## config.mk

```make
export PLATFORM = sky130hd
export DESIGN_NAME = floppy_disk_controller_core_unit
export DESIGN_NICKNAME = d
export VERILOG_FILES = /design/src/rtl/fdc_pkg.sv /design/src/rtl/floppy_disk_controller_core_unit.sv /design/src/rtl/fdc_step.sv
export SDC_FILE = /design/constraint.sdc
export NUM_CORES = 1
export LEC_CHECK = 0
export BUFFER_PORTS_ARGS = -buffer_cell sky130_fd_sc_hd__buf_2
export CAP_MARGIN = 40
export CORE_ASPECT_RATIO = 0.8
export CORE_MARGIN = 8
export CORE_UTILIZATION = 40
export DETAILED_ROUTE_END_ITERATION = 10
export GPL_ROUTABILITY_DRIVEN = 0
export MAX_ROUTING_LAYER = met4
export SYNTH_ARGS = -nofsm -noshare
export SYNTH_HDL_FRONTEND = slang
export SYNTH_SLANG_ARGS = --single-unit
```

## constraint.sdc

```tcl
create_clock -name aclk -period 25.3 [get_ports aclk]
set_input_delay 2.53 -clock aclk [delete_from_list [all_inputs] [get_ports aclk]]
set_output_delay 2.53 -clock aclk [all_outputs]
set_load 0.01 [all_outputs]
```

## src/rtl/fdc_pkg.sv

```systemverilog
// Shared types and constants for the floppy disk controller core.
package fdc_pkg;

    // Item kinds carried in tuser
    localparam logic [1:0] KIND_TICK  = 2'd0;
    localparam logic [1:0] KIND_READ  = 2'd1;
    localparam logic [1:0] KIND_WRITE = 2'd2;

    // Register addresses
    localparam logic [1:0] ADDR_CMD    = 2'd0;
    localparam logic [1:0] ADDR_TRACK  = 2'd1;
    localparam logic [1:0] ADDR_SECTOR = 2'd2;
    localparam logic [1:0] ADDR_DATA   = 2'd3;

    // Drive seek answers
    localparam logic [1:0] SEEK_FOUND     = 2'd0;
    localparam logic [1:0] SEEK_NO_DISK   = 2'd1;
    localparam logic [1:0] SEEK_NO_SECTOR = 2'd2;
    localparam logic [1:0] SEEK_UNKNOWN   = 2'd3;

    // Status bit masks
    localparam logic [7:0] ST_BUSY   = 8'h01;
    localparam logic [7:0] ST_DRQ    = 8'h02;
    localparam logic [7:0] ST_TR00   = 8'h04;
    localparam logic [7:0] ST_LOST   = 8'h04;
    localparam logic [7:0] ST_CRC    = 8'h08;
    localparam logic [7:0] ST_RNF    = 8'h10;
    localparam logic [7:0] ST_HLD    = 8'h20;
    localparam logic [7:0] ST_RTYPE  = 8'h20;
    localparam logic [7:0] ST_WFAULT = 8'h20;
    localparam logic [7:0] ST_WPROT  = 8'h40;
    localparam logic [7:0] ST_NRDY   = 8'h80;

    // Command groups (upper nibble of the command byte)
    localparam logic [3:0] CMD_RESTORE   = 4'h0;
    localparam logic [3:0] CMD_SEEK      = 4'h1;
    localparam logic [3:0] CMD_STEP_A    = 4'h2;
    localparam logic [3:0] CMD_STEP_B    = 4'h3;
    localparam logic [3:0] CMD_STEPIN_A  = 4'h4;
    localparam logic [3:0] CMD_STEPIN_B  = 4'h5;
    localparam logic [3:0] CMD_STEPOUT_A = 4'h6;
    localparam logic [3:0] CMD_STEPOUT_B = 4'h7;
    localparam logic [3:0] CMD_RSECT_A   = 4'h8;
    localparam logic [3:0] CMD_RSECT_B   = 4'h9;
    localparam logic [3:0] CMD_WSECT_A   = 4'hA;
    localparam logic [3:0] CMD_WSECT_B   = 4'hB;
    localparam logic [3:0] CMD_FORCE_INT = 4'hD;

    localparam logic [23:0] MAX24 = 24'hFF_FFFF;

    typedef enum logic [2:0] {
        OP_IDLE    = 3'd0,
        OP_RESTORE = 3'd1,
        OP_SEEK    = 3'd2,
        OP_STEP    = 3'd3,
        OP_RSECT   = 3'd4,
        OP_WSECT   = 3'd5,
        OP_RBYTE   = 3'd6,
        OP_WBYTE   = 3'd7
    } op_t;

    typedef struct packed {
        logic [7:0]  status;
        logic [7:0]  track;
        logic [7:0]  sector;
        logic [7:0]  data;
        logic [7:0]  command;
        op_t         op;
        logic [23:0] wait_count;
        logic        step_outward;
        logic        head_loaded;
        logic [23:0] unload_count;
        logic [10:0] byte_count;
        logic [10:0] sect_len;
        logic        intr;
        logic        pend_valid;
        logic [1:0]  pend_addr;
        logic [7:0]  pend_data;
        logic [15:0] pend_count;
        logic        drive_latched;
    } fdc_state_t;

    typedef struct packed {
        logic [1:0]  kind;
        logic [1:0]  address;
        logic [7:0]  write_data;
        logic [7:0]  elapsed;
        logic        drive_selected;
        logic        drive_protected;
        logic [1:0]  seek_status;
        logic [10:0] sector_bytes;
        logic [7:0]  disk_data;
    } fdc_item_t;

    typedef struct packed {
        logic [7:0] disk_write_byte;
        logic       disk_write_strobe;
        logic       disk_read_strobe;
        logic [7:0] seek_sector;
        logic [7:0] seek_track;
        logic       seek_request;
        logic       busy_res;
        logic       head_load;
        logic       drq;
        logic       intrq;
        logic [7:0] read_data;
    } fdc_result_t;

endpackage

```

## src/rtl/floppy_disk_controller_core_unit.sv

```systemverilog
// Top level of the floppy disk controller core: stream ports and state registers.
//
// Usage: every word on the slave channel is a tick, a bus read or a bus write
// (kind in s_tuser). Each accepted word yields exactly one result word on the
// master channel carrying the read data, the interrupt, data request, head
// load and busy levels, and the drive strobes for that word.
// The drive answers a seek request within the same word: seek_status and
// sector_bytes of the word that causes a request are the answer to it.
// The result is registered: it appears on m_tvalid in the cycle after the word is accepted.
// Throughput: one word per cycle unless the receiver stalls; the controller
// step is a single combinational pass between the state and result registers.
// When the receiver stalls, the result register holds its word and s_tready
// stays high only while the result register is empty or being drained in the
// same cycle, so no result is dropped.
// Reset (aresetn low, synchronous) clears all controller registers: idle, no
// pending write, head unloaded, and empties the result register.
module floppy_disk_controller_core_unit #(
    parameter int STEP_DELAY        = 6000,
    parameter int RESTORE_DELAY     = 6000,
    parameter int SECTOR_DELAY      = 1000,
    parameter int BYTE_DELAY        = 32,
    parameter int HEAD_UNLOAD_DELAY = 100000,
    parameter int WRITE_DELAY       = 0
) (
    input  logic        aclk,
    input  logic        aresetn,
    input  logic        s_tvalid,
    output logic        s_tready,
    // address[1:0], write_data[9:2], elapsed[17:10], drive_selected[18],
    // drive_protected[19], seek_status[21:20], sector_bytes[32:22], disk_data[40:33]
    input  logic [47:0] s_tdata,
    // kind[1:0]
    input  logic [1:0]  s_tuser,
    output logic        m_tvalid,
    input  logic        m_tready,
    // read_data[7:0], intrq[8], drq[9], head_load[10], busy_res[11],
    // seek_request[12], seek_track[20:13], seek_sector[28:21],
    // disk_read_strobe[29], disk_write_strobe[30], disk_write_byte[38:31]
    output logic [39:0] m_tdata
);
    import fdc_pkg::*;

    fdc_state_t  state_reg, state_next;
    fdc_item_t   item;
    fdc_result_t res;
    logic [38:0] result_reg;
    logic        valid_reg;
    logic        s_fire;

    // Unpack the input word
    assign item = '{kind:            s_tuser,
                    address:         s_tdata[1:0],
                    write_data:      s_tdata[9:2],
                    elapsed:         s_tdata[17:10],
                    drive_selected:  s_tdata[18],
                    drive_protected: s_tdata[19],
                    seek_status:     s_tdata[21:20],
                    sector_bytes:    s_tdata[32:22],
                    disk_data:       s_tdata[40:33]};

    assign s_tready = !valid_reg || m_tready;
    assign s_fire   = s_tvalid && s_tready;

    fdc_step #(
        .STEP_DELAY        (STEP_DELAY),
        .RESTORE_DELAY     (RESTORE_DELAY),
        .SECTOR_DELAY      (SECTOR_DELAY),
        .BYTE_DELAY        (BYTE_DELAY),
        .HEAD_UNLOAD_DELAY (HEAD_UNLOAD_DELAY),
        .WRITE_DELAY       (WRITE_DELAY)
    ) u_step (
        .cur  (state_reg),
        .item (item),
        .nxt  (state_next),
        .res  (res)
    );

    // Advance controller state on each accepted word
    always_ff @(posedge aclk) begin
        if (!aresetn) begin
            state_reg <= '0;
        end else if (s_fire) begin
            state_reg <= state_next;
        end
    end

    // Hold the result word until taken
    always_ff @(posedge aclk) begin
        if (!aresetn) begin
            valid_reg <= 1'b0;
        end else if (s_fire) begin
            valid_reg <= 1'b1;
        end else if (m_tready) begin
            valid_reg <= 1'b0;
        end
    end

    always_ff @(posedge aclk) begin
        if (s_fire) begin
            result_reg <= res;
        end
    end

    assign m_tvalid = valid_reg;
    assign m_tdata  = {1'b0, result_reg};

    // Busy status tracks a running operation
    assert property (@(posedge aclk) disable iff (!aresetn)
        state_reg.status[0] == (state_reg.op != OP_IDLE))
        else $error("busy bit and operation disagree");

    // An unloaded head has no unload countdown
    assert property (@(posedge aclk) disable iff (!aresetn)
        !state_reg.head_loaded |-> state_reg.unload_count == 24'd0)
        else $error("unload countdown with head unloaded");

    // Read transfer never runs past the sector size
    assert property (@(posedge aclk) disable iff (!aresetn)
        state_reg.op == OP_RBYTE |-> state_reg.byte_count <= state_reg.sect_len)
        else $error("byte count beyond sector size");

    // Every accepted word produces a result word
    assert property (@(posedge aclk) disable iff (!aresetn)
        s_fire |=> valid_reg)
        else $error("accepted word without result");

endmodule

```

## src/rtl/fdc_step.sv

```systemverilog
// Next-state and result logic for one controller word.
module fdc_step #(
    parameter int STEP_DELAY        = 6000,
    parameter int RESTORE_DELAY     = 6000,
    parameter int SECTOR_DELAY      = 1000,
    parameter int BYTE_DELAY        = 32,
    parameter int HEAD_UNLOAD_DELAY = 100000,
    parameter int WRITE_DELAY       = 0
) (
    input  fdc_pkg::fdc_state_t  cur,
    input  fdc_pkg::fdc_item_t   item,
    output fdc_pkg::fdc_state_t  nxt,
    output fdc_pkg::fdc_result_t res
);
    import fdc_pkg::*;

    localparam logic [23:0] STEP_C    = 24'(STEP_DELAY);
    localparam logic [23:0] RESTORE_C = 24'(RESTORE_DELAY);
    localparam logic [23:0] SECTOR_C  = 24'(SECTOR_DELAY);
    localparam logic [23:0] BYTE_C    = 24'(BYTE_DELAY);
    localparam logic [23:0] UNLOAD_C  = 24'(HEAD_UNLOAD_DELAY);
    localparam logic [15:0] WRITE_C   = 16'(WRITE_DELAY);

    fdc_state_t  s;
    fdc_result_t r;
    logic        wr_en;
    logic [1:0]  wa;
    logic [7:0]  wd;
    logic [7:0]  track_gap;
    logic [31:0] prod;
    logic        no_disk;
    logic        rd_op;
    logic        found;
    logic        type1_done;

    assign no_disk = (item.seek_status == SEEK_NO_DISK) || (item.seek_status == SEEK_UNKNOWN);

    always_comb begin
        s     = cur;
        r     = '0;
        wr_en = 1'b0;
        wa    = item.address;
        wd    = item.write_data;
        track_gap = '0;
        prod  = '0;
        rd_op = 1'b0;
        found = 1'b0;
        type1_done = 1'b0;

        // Bus side: deferred write countdown, reads, direct writes
        case (item.kind)
            KIND_TICK: begin
                if (s.pend_valid) begin
                    s.pend_count = (s.pend_count > 16'(item.elapsed)) ?
                                   s.pend_count - 16'(item.elapsed) : 16'd0;
                    if (s.pend_count == 16'd0) begin
                        s.pend_valid = 1'b0;
                        wr_en = 1'b1;
                        wa    = s.pend_addr;
                        wd    = s.pend_data;
                    end
                end
            end
            KIND_READ: begin
                if (item.address == ADDR_DATA) s.status = s.status & ~ST_DRQ;
                if (item.address == ADDR_CMD) s.intr = 1'b0;
                case (item.address)
                    ADDR_CMD:    r.read_data = s.status;
                    ADDR_TRACK:  r.read_data = s.track;
                    ADDR_SECTOR: r.read_data = s.sector;
                    default:     r.read_data = s.data;
                endcase
            end
            KIND_WRITE: begin
                if (WRITE_C != 16'd0) begin
                    s.pend_valid = 1'b1;
                    s.pend_addr  = item.address;
                    s.pend_data  = item.write_data;
                    s.pend_count = WRITE_C;
                end else begin
                    wr_en = 1'b1;
                end
            end
            default: ;
        endcase

        // Register write and command start
        if (wr_en) begin
            case (wa)
                ADDR_CMD: begin
                    s.command       = wd;
                    s.intr          = 1'b0;
                    s.drive_latched = item.drive_selected;
                    case (wd[7:4])
                        CMD_RESTORE: begin
                            s.wait_count = RESTORE_C;
                            s.op = OP_RESTORE;
                            s.status = s.status | ST_BUSY;
                        end
                        CMD_SEEK: begin
                            track_gap = (s.track > s.data) ? s.track - s.data :
                                        s.data - s.track;
                            prod = {8'd0, STEP_C} * {24'd0, track_gap};
                            s.wait_count = (prod[31:24] != 8'd0) ? MAX24 : prod[23:0];
                            s.op = OP_SEEK;
                            s.status = s.status | ST_BUSY;
                        end
                        CMD_STEP_A, CMD_STEP_B,
                        CMD_STEPIN_A, CMD_STEPIN_B,
                        CMD_STEPOUT_A, CMD_STEPOUT_B: begin
                            if (wd[7:5] == 3'd2) s.step_outward = 1'b0;
                            if (wd[7:5] == 3'd3) s.step_outward = 1'b1;
                            s.wait_count = STEP_C;
                            s.op = OP_STEP;
                            s.status = s.status | ST_BUSY;
                        end
                        CMD_RSECT_A, CMD_RSECT_B, CMD_WSECT_A, CMD_WSECT_B: begin
                            if (!wd[4]) begin
                                s.wait_count = SECTOR_C;
                                s.op = wd[5] ? OP_WSECT : OP_RSECT;
                                s.status = s.status | ST_BUSY;
                                s.head_loaded  = 1'b1;
                                s.unload_count = UNLOAD_C;
                            end
                        end
                        CMD_FORCE_INT: begin
                            s.status = s.status & ~(ST_BUSY | ST_DRQ);
                            s.op = OP_IDLE;
                            s.wait_count = '0;
                        end
                        default: begin
                            s.head_loaded  = 1'b1;
                            s.unload_count = UNLOAD_C;
                            s.status = s.status | ST_NRDY;
                            s.intr = 1'b1;
                        end
                    endcase
                end
                ADDR_TRACK:  s.track  = wd;
                ADDR_SECTOR: s.sector = wd;
                default: begin
                    s.data   = wd;
                    s.status = s.status & ~ST_DRQ;
                end
            endcase
        end

        // Tick: count the delay down, or run the command step
        if (item.kind == KIND_TICK) begin
            if (s.wait_count != 24'd0) begin
                s.wait_count = (s.wait_count > 24'(item.elapsed)) ?
                               s.wait_count - 24'(item.elapsed) : 24'd0;
            end else begin
                case (s.op)
                    OP_RESTORE: begin
                        s.track = '0;
                        type1_done = 1'b1;
                    end
                    OP_SEEK: begin
                        s.track = s.data;
                        type1_done = 1'b1;
                    end
                    OP_STEP: begin
                        if (s.command[4]) s.track = s.step_outward ? s.track - 8'd1 : s.track + 8'd1;
                        type1_done = 1'b1;
                    end
                    OP_RSECT, OP_WSECT: begin
                        rd_op = (s.op == OP_RSECT);
                        if (s.drive_latched) begin
                            r.seek_request = 1'b1;
                            r.seek_track   = s.track;
                            r.seek_sector  = s.sector;
                        end
                        found = s.drive_latched && (item.seek_status == SEEK_FOUND) &&
                                (item.sector_bytes != 11'd0);
                        if (found && (rd_op || !item.drive_protected)) begin
                            s.wait_count  = BYTE_C;
                            s.op          = rd_op ? OP_RBYTE : OP_WBYTE;
                            s.byte_count  = '0;
                            s.sect_len    = item.sector_bytes;
                            if (!rd_op) s.status = s.status | ST_DRQ;
                        end else begin
                            s.status = s.status & ~(ST_BUSY | ST_LOST | ST_CRC);
                            s.intr = 1'b1;
                            s.op = OP_IDLE;
                            if (s.drive_latched && item.seek_status == SEEK_NO_SECTOR)
                                s.status = s.status | ST_RNF;
                            else if (rd_op || !s.drive_latched || no_disk)
                                s.status = s.status | ST_NRDY;
                            else
                                s.status = s.status | ST_WPROT;
                        end
                    end
                    OP_RBYTE: begin
                        if ((s.status & ST_DRQ) == 8'd0) begin
                            if (s.byte_count < s.sect_len) begin
                                s.data = item.disk_data;
                                r.disk_read_strobe = 1'b1;
                                s.byte_count = s.byte_count + 11'd1;
                                s.status = s.status | ST_DRQ;
                            end else begin
                                s.status = s.status & ~(ST_BUSY | ST_LOST | ST_CRC);
                                s.intr = 1'b1;
                                s.op = OP_IDLE;
                                s.status = s.status & ~(ST_WPROT | ST_RTYPE);
                            end
                        end
                    end
                    OP_WBYTE: begin
                        if ((s.status & ST_DRQ) == 8'd0) begin
                            r.disk_write_strobe = 1'b1;
                            r.disk_write_byte   = s.data;
                            s.byte_count = s.byte_count + 11'd1;
                            if (s.byte_count < s.sect_len) begin
                                s.status = s.status | ST_DRQ;
                            end else begin
                                s.status = s.status & ~(ST_BUSY | ST_LOST | ST_CRC);
                                s.intr = 1'b1;
                                s.op = OP_IDLE;
                                s.status = s.status & ~ST_WFAULT;
                            end
                        end
                    end
                    default: ;
                endcase
            end

            // Finish a positioning command
            if (type1_done) begin
                s.status = s.status & ~ST_BUSY;
                s.head_loaded  = s.command[3];
                s.unload_count = s.command[3] ? UNLOAD_C : 24'd0;
                s.status = s.head_loaded ? (s.status | ST_HLD) : (s.status & ~ST_HLD);
                s.status = (s.track == 8'd0) ? (s.status | ST_TR00) : (s.status & ~ST_TR00);
                if (s.drive_latched) begin
                    r.seek_request = 1'b1;
                    r.seek_track   = s.track;
                    r.seek_sector  = 8'd1;
                    s.status = no_disk ? (s.status | ST_NRDY) : (s.status & ~ST_NRDY);
                    s.status = item.drive_protected ? (s.status | ST_WPROT) :
                               (s.status & ~ST_WPROT);
                end else begin
                    s.status = s.status | ST_NRDY | ST_WPROT;
                end
                s.intr = 1'b1;
                s.op = OP_IDLE;
            end

            // Drop the head some time after the last command
            if (s.head_loaded && s.op == OP_IDLE && s.unload_count != 24'd0) begin
                s.unload_count = (s.unload_count > 24'(item.elapsed)) ?
                                 s.unload_count - 24'(item.elapsed) : 24'd0;
                if (s.unload_count == 24'd0) s.head_loaded = 1'b0;
            end
        end

        r.intrq     = s.intr;
        r.drq       = s.status[1];
        r.head_load = s.head_loaded;
        r.busy_res  = s.status[0];
    end

    assign nxt = s;
    assign res = r;

endmodule
```

==> Word-level counts from Yosys, hierarchy flattened <==
Cells that the tools add are included.
W data, S select, Z words.
{ "word_totals": {"reg_bits": 174, "in_bits": 54, "output_inout_bits": 42, "word_cells": 239} }
{ "classes": {"n_addsub": 8, "mul": 1, "order_cmp": 6, "n_eq_ne": 35, "mux": 113, "n_bitwise": 5, "n_reduce_logical": 47} }
{ "ops": {"columns": ["cell", "n"], "rows": [
  ["$mux W8", 20],
  ["$pmux W27 S5", 1],
  ["$mux W24", 5],
  ["$mux W17", 6],
  ["$mux W25", 4],
  ["$pmux W8 S3", 4],
  ["$mux W93", 1],
  ["$mux W16", 4],
  ["$mux W61", 1],
  ["$mux W27", 2],
  ["$pmux W25 S2", 1],
  ["$gt A24 B8 Y1", 2],
  ["$mux W48", 1],
  ["$reduce_bool A24 Y1", 2],
  ["$sub A24 B8 Y24", 2],
  ["$mux W11", 4],
  ["$pmux W11 S3", 1],
  ["$mux W1", 31],
  ["$mux W3", 9],
  ["$logic_not A24 Y1", 1],
  ["$mux W23", 1],
  ["$lt A11 B11 Y1", 2],
  ["$mux W22", 1],
  ["$mux W7", 3],
  ["47 further kinds", 106]
]} }

==> Longest topological paths before layout <==
{ "logic_depth": {"depth_word": 28, "mapped_depth": 55, "mapped_depth_nobuf": 53} }

==> Hierarchy <==
From an unflattened synthesis, not the netlist that was laid out.
{ "hier_totals": {"cells_unflattened": 2153, "area_unflattened_um2": 16827.4} }
{ "by_module_without_submodules": {"columns": ["mod", "instances", "cells_each", "area_each_um2", "seq_area_each_um2"], "rows": [
  ["fdc_step", 1, 1483, 9938.3, 0.0],
  ["floppy_disk_controller_core_unit", 1, 670, 6889.1, 4073.9]
]} }

==> Least setup slack after synthesis <==
Ideal clock, no wire load.
{ "synth_path": {"kind": "flip-flop to flip-flop", "start": "reg state_reg[128] in the netlist's numbering", "end": "reg result_reg[10], data pin", "setup_ns": 0.269, "arrival_ns": 10.892, "t_required_ns": 25.031, "slack_ns": 14.139, "path_stages_with_launch": 47, "n_path_buf": 4, "period_less_slack_ns": 11.161, "cell_sequence": "dfxtp_1 -> inv_1 -> ha_1 -> inv_1 -> fa_1 -> a21o_1 -> a21oi_1 -> o21ai_0 -> o22a_1 -> clkbuf_1 -> mux2i_1 -> a221o_1 -> a221o_1 -> a221oi_1 -> o21ai_0 -> xor2_1 -> inv_1 -> fa_1 -> [11 not listed] -> nor2_1 -> o211ai_1 -> or4b_1 -> clkbuf_1 -> o21ai_1 -> clkbuf_1 -> clkbuf_1 -> nor2_1 -> nor2_1 -> ha_1 -> a21o_1 -> a21oi_1 -> nor2_1 -> nor3_1 -> o221ai_1 -> o31a_1 -> o41ai_2 -> a21oi_1"} }
{ "synth_lines": {"columns": ["element", "line", "source"], "rows": [
  ["start, declared", "floppy_disk_controller_core_unit.sv:43", "fdc_state_t state_reg, state_next;"],
  ["start signal, assigned", "floppy_disk_controller_core_unit.sv:83", "state_reg <= state_next;"],
  ["end signal, assigned", "floppy_disk_controller_core_unit.sv:100", "result_reg <= res;"],
  ["end, declared", "floppy_disk_controller_core_unit.sv:46", "logic [38:0] result_reg;"]
]} }

==> flow_summary.json <==
{
  "p_seq_frac": 0.229,
  "swShare": 0.445,
  "fin_nets": 2094,
  "largest_reg_flops": 127,
  "cts.path.max_buffers": 2,
  "finalNonFillerCells": 2393,
  "synthMostInstantiatedCell": "nor2_1",
  "syn_nets": 2056,
  "power_frac_comb": 0.554,
  "crit_buf_inv": 8,
  "maxCapViolations": 0,
  "cts_setup_buffers": 0,
  "hold_buffers": 0,
  "synth_top_area_cell": "dfxtp_1",
  "synth_top_area_frac": 0.178,
  "power_switching_uw": 560,
  "hold_path_class": "flop to flop",
  "critPathRequiredTime_ns": 25.50,
  "grt_pass1_wl_um": 72100,
  "row_count": 62,
  "clock-sinks": 167,
  "internal_power_uw": 700,
  "drtIter0Drc": 1371,
  "io_pins": 96,
  "htree_levels": 4,
  "crit_path_max_fanout": 20,
  "start_util": 0.404,
  "antenna_left": 0,
  "synth_cell_type_count": 91,
  "wl_per_cell_um": 18.6,
  "cts_root_buf": "clkbuf_16",
  "postSynthAreaPerCell_um2": 7.75,
  "synth-edff-count": 39,
  "grt_use_total": 0.213,
  "cts-resized-gates": 0,
  "grt_overflow_total": 0,
  "multi_input_area_mm2": 0.00984,
  "grt_pass1_vias": 13400,
  "clock_latency_ns": 0.46,
  "layout-drive-gt1-share": 0.104,
  "status": "complete, no violations",
  "synth_area_mm2": 0.0144,
  "crit_type": "flop to flop",
  "end_kind": "flop",
  "cts_tree": "yes",
  "antenna_found_initial": 1,
  "routed_wl_um": 44400,
  "timing.fmax_mhz": 75.6,
  "power-per-cell-area_mw_per_mm2": 79.0,
  "total_power_uw": 1260,
  "cpPeakStageDelay_ns": 0.84,
  "dp.final_hpwl_um": 33100,
  "port_buffers": 87,
  "route.detailed.drc": 0,
  "synth_seq_cells": 167,
  "arrival_ns": 13.43,
  "clkTransAtPathRegs_ns": 0.08,
  "area_growth_pct": 10.6,
  "yosys_warnings": 0,
  "ys.flop_type": "dfxtp_1",
  "worst_slew_pin_slew_ns": 0.884,
  "cp_common_cell": "inv_1",
  "num_vias": 14100,
  "dieHeight_um": 186,
  "fillers": 3597,
  "dr.pass1.iters": 6,
  "grt_max_degree": 70,
  "synthTopCellsByCount": "nor2_1, nand2_1, a21oi_1",
  "setup_tns_ns": 0,
  "rsz0062_at_grt": "false",
  "drv_slew": 0,
  "chipWidth_um": 228,
  "post-route-min-period_ns": 13.22,
  "slowest_stage": "a2111oi_0",
  "die_area_mm2": 0.0424,
  "final_util": 0.447,
  "hold_viol": 0,
  "async_flop_share": 0,
  "clkPwrFrac": 0.217,
  "max-vdd-ir-drop_mv": 0.0803,
  "cts_made_buffers": 17,
  "yosysSeqAreaShare": 0.259,
  "clock_skew_ns": 0.0131,
  "start_kind": "flop",
  "crit_family": "compound AO/OA/AOI/OAI gates",
  "finalCritPeriodShare": 0.523,
  "finalSetupViolCount": 0,
  "relSlewSlack": 0.396,
  "netlist_instances": 1861,
  "place_inst": 2360,
  "core_area_mm2": 0.0357,
  "via_per_inst": 5.91,
  "p_leak_uw": 0.00642,
  "yosys-top-cells-area": "dfxtp_1, ha_1, edfxtp_1",
  "regArea_mm2": 0.00373
}
layout by cell type, fill, tap and decap left out, drive strengths merged, types with 31 or more instances in the layout:
cell,n
nor3,52
nor2,215
fa,31
edfxtp,39
nand2,197
inv,141
a211oi,32
buf,113
nand3,35
a21oi,174
o21ai,102
dfxtp,128
ha,110
final cells by class:
| class | instances | area share |
|---|---|---|
| multi-input combinational | 1465 | 0.618 |
| sequential | 167 | 0.234 |
| timing repair buffer | 113 | 0.0404 |
| tap | 480 | 0.0377 |
| inverter | 135 | 0.0320 |
| clock buffer | 17 | 0.0267 |
| clock inverter | 15 | 0.0113 |
| antenna | 1 | 0.000157 |
final timing paths:
path | startpoint | to | slack [ns] | depth (start not counted)
min reg2reg | state_reg[8]$_SDFFE_PN0P_ | state_reg[8]$_SDFFE_PN0P_ | 0.46 | 2
max reg2reg | state_reg[128]$_SDFFE_PN0P_ | result_reg[10]$_DFFE_PP_ | 12.08 | 50
min | state_reg[8]$_SDFFE_PN0P_ | state_reg[8]$_SDFFE_PN0P_ | 0.46 | 2
max | state_reg[128]$_SDFFE_PN0P_ | result_reg[10]$_DFFE_PP_ | 12.08 | 50
logic make-up (layout without fill, tap and decap cells):
logic type	Yosys count	count (layout)	share of synthesized area
buf+inv	229	280	0.0602
simple gates	676	676	0.222
compound gates	552	552	0.252
xor+xnor	54	54	0.0328
other cells	1	2	0.000260
fa+ha+maj	141	141	0.139
flops	167	167	0.259
mux	41	41	0.0352
worst min-delay path, stage by stage (launching register included):
cell	delay (ns)
dfxtp_1	0.31
nand2_1	0.05
a21oi_1	0.05
power by group through the flow:
stage                     sequential, uW  combinational [uW]  clock [uW]
final                                289                 698         273
after global placement               294                 682           0
after CTS                            288                 697         278
after global routing                 290                 804         288
after detailed placement             295                 690           0
after floorplan                      294                 534           0
metal layers:
layer | global-route usage | part of all wire
met1 | 0.292 | 0.47
met2 | 0.328 | 0.44
met3 | 0.0366 | 0.074
met4 | 0.0492 | 0.016
met5 | - | 0
through the flow:
step / cell area (um2) / hold slack (ns) / setup slack, ns
floorplan: 14400 / 0.432 / 14.14
global placement: 15300 / 0.445 / 12.37
detailed placement: 15300 / 0.455 / 12.26
CTS: 15900 / 0.465 / 12.22
global route: 15900 / 0.493 / 11.13
finish: 15900 / 0.463 / 12.08
Note: power is estimated with default switching activity, not from simulation.
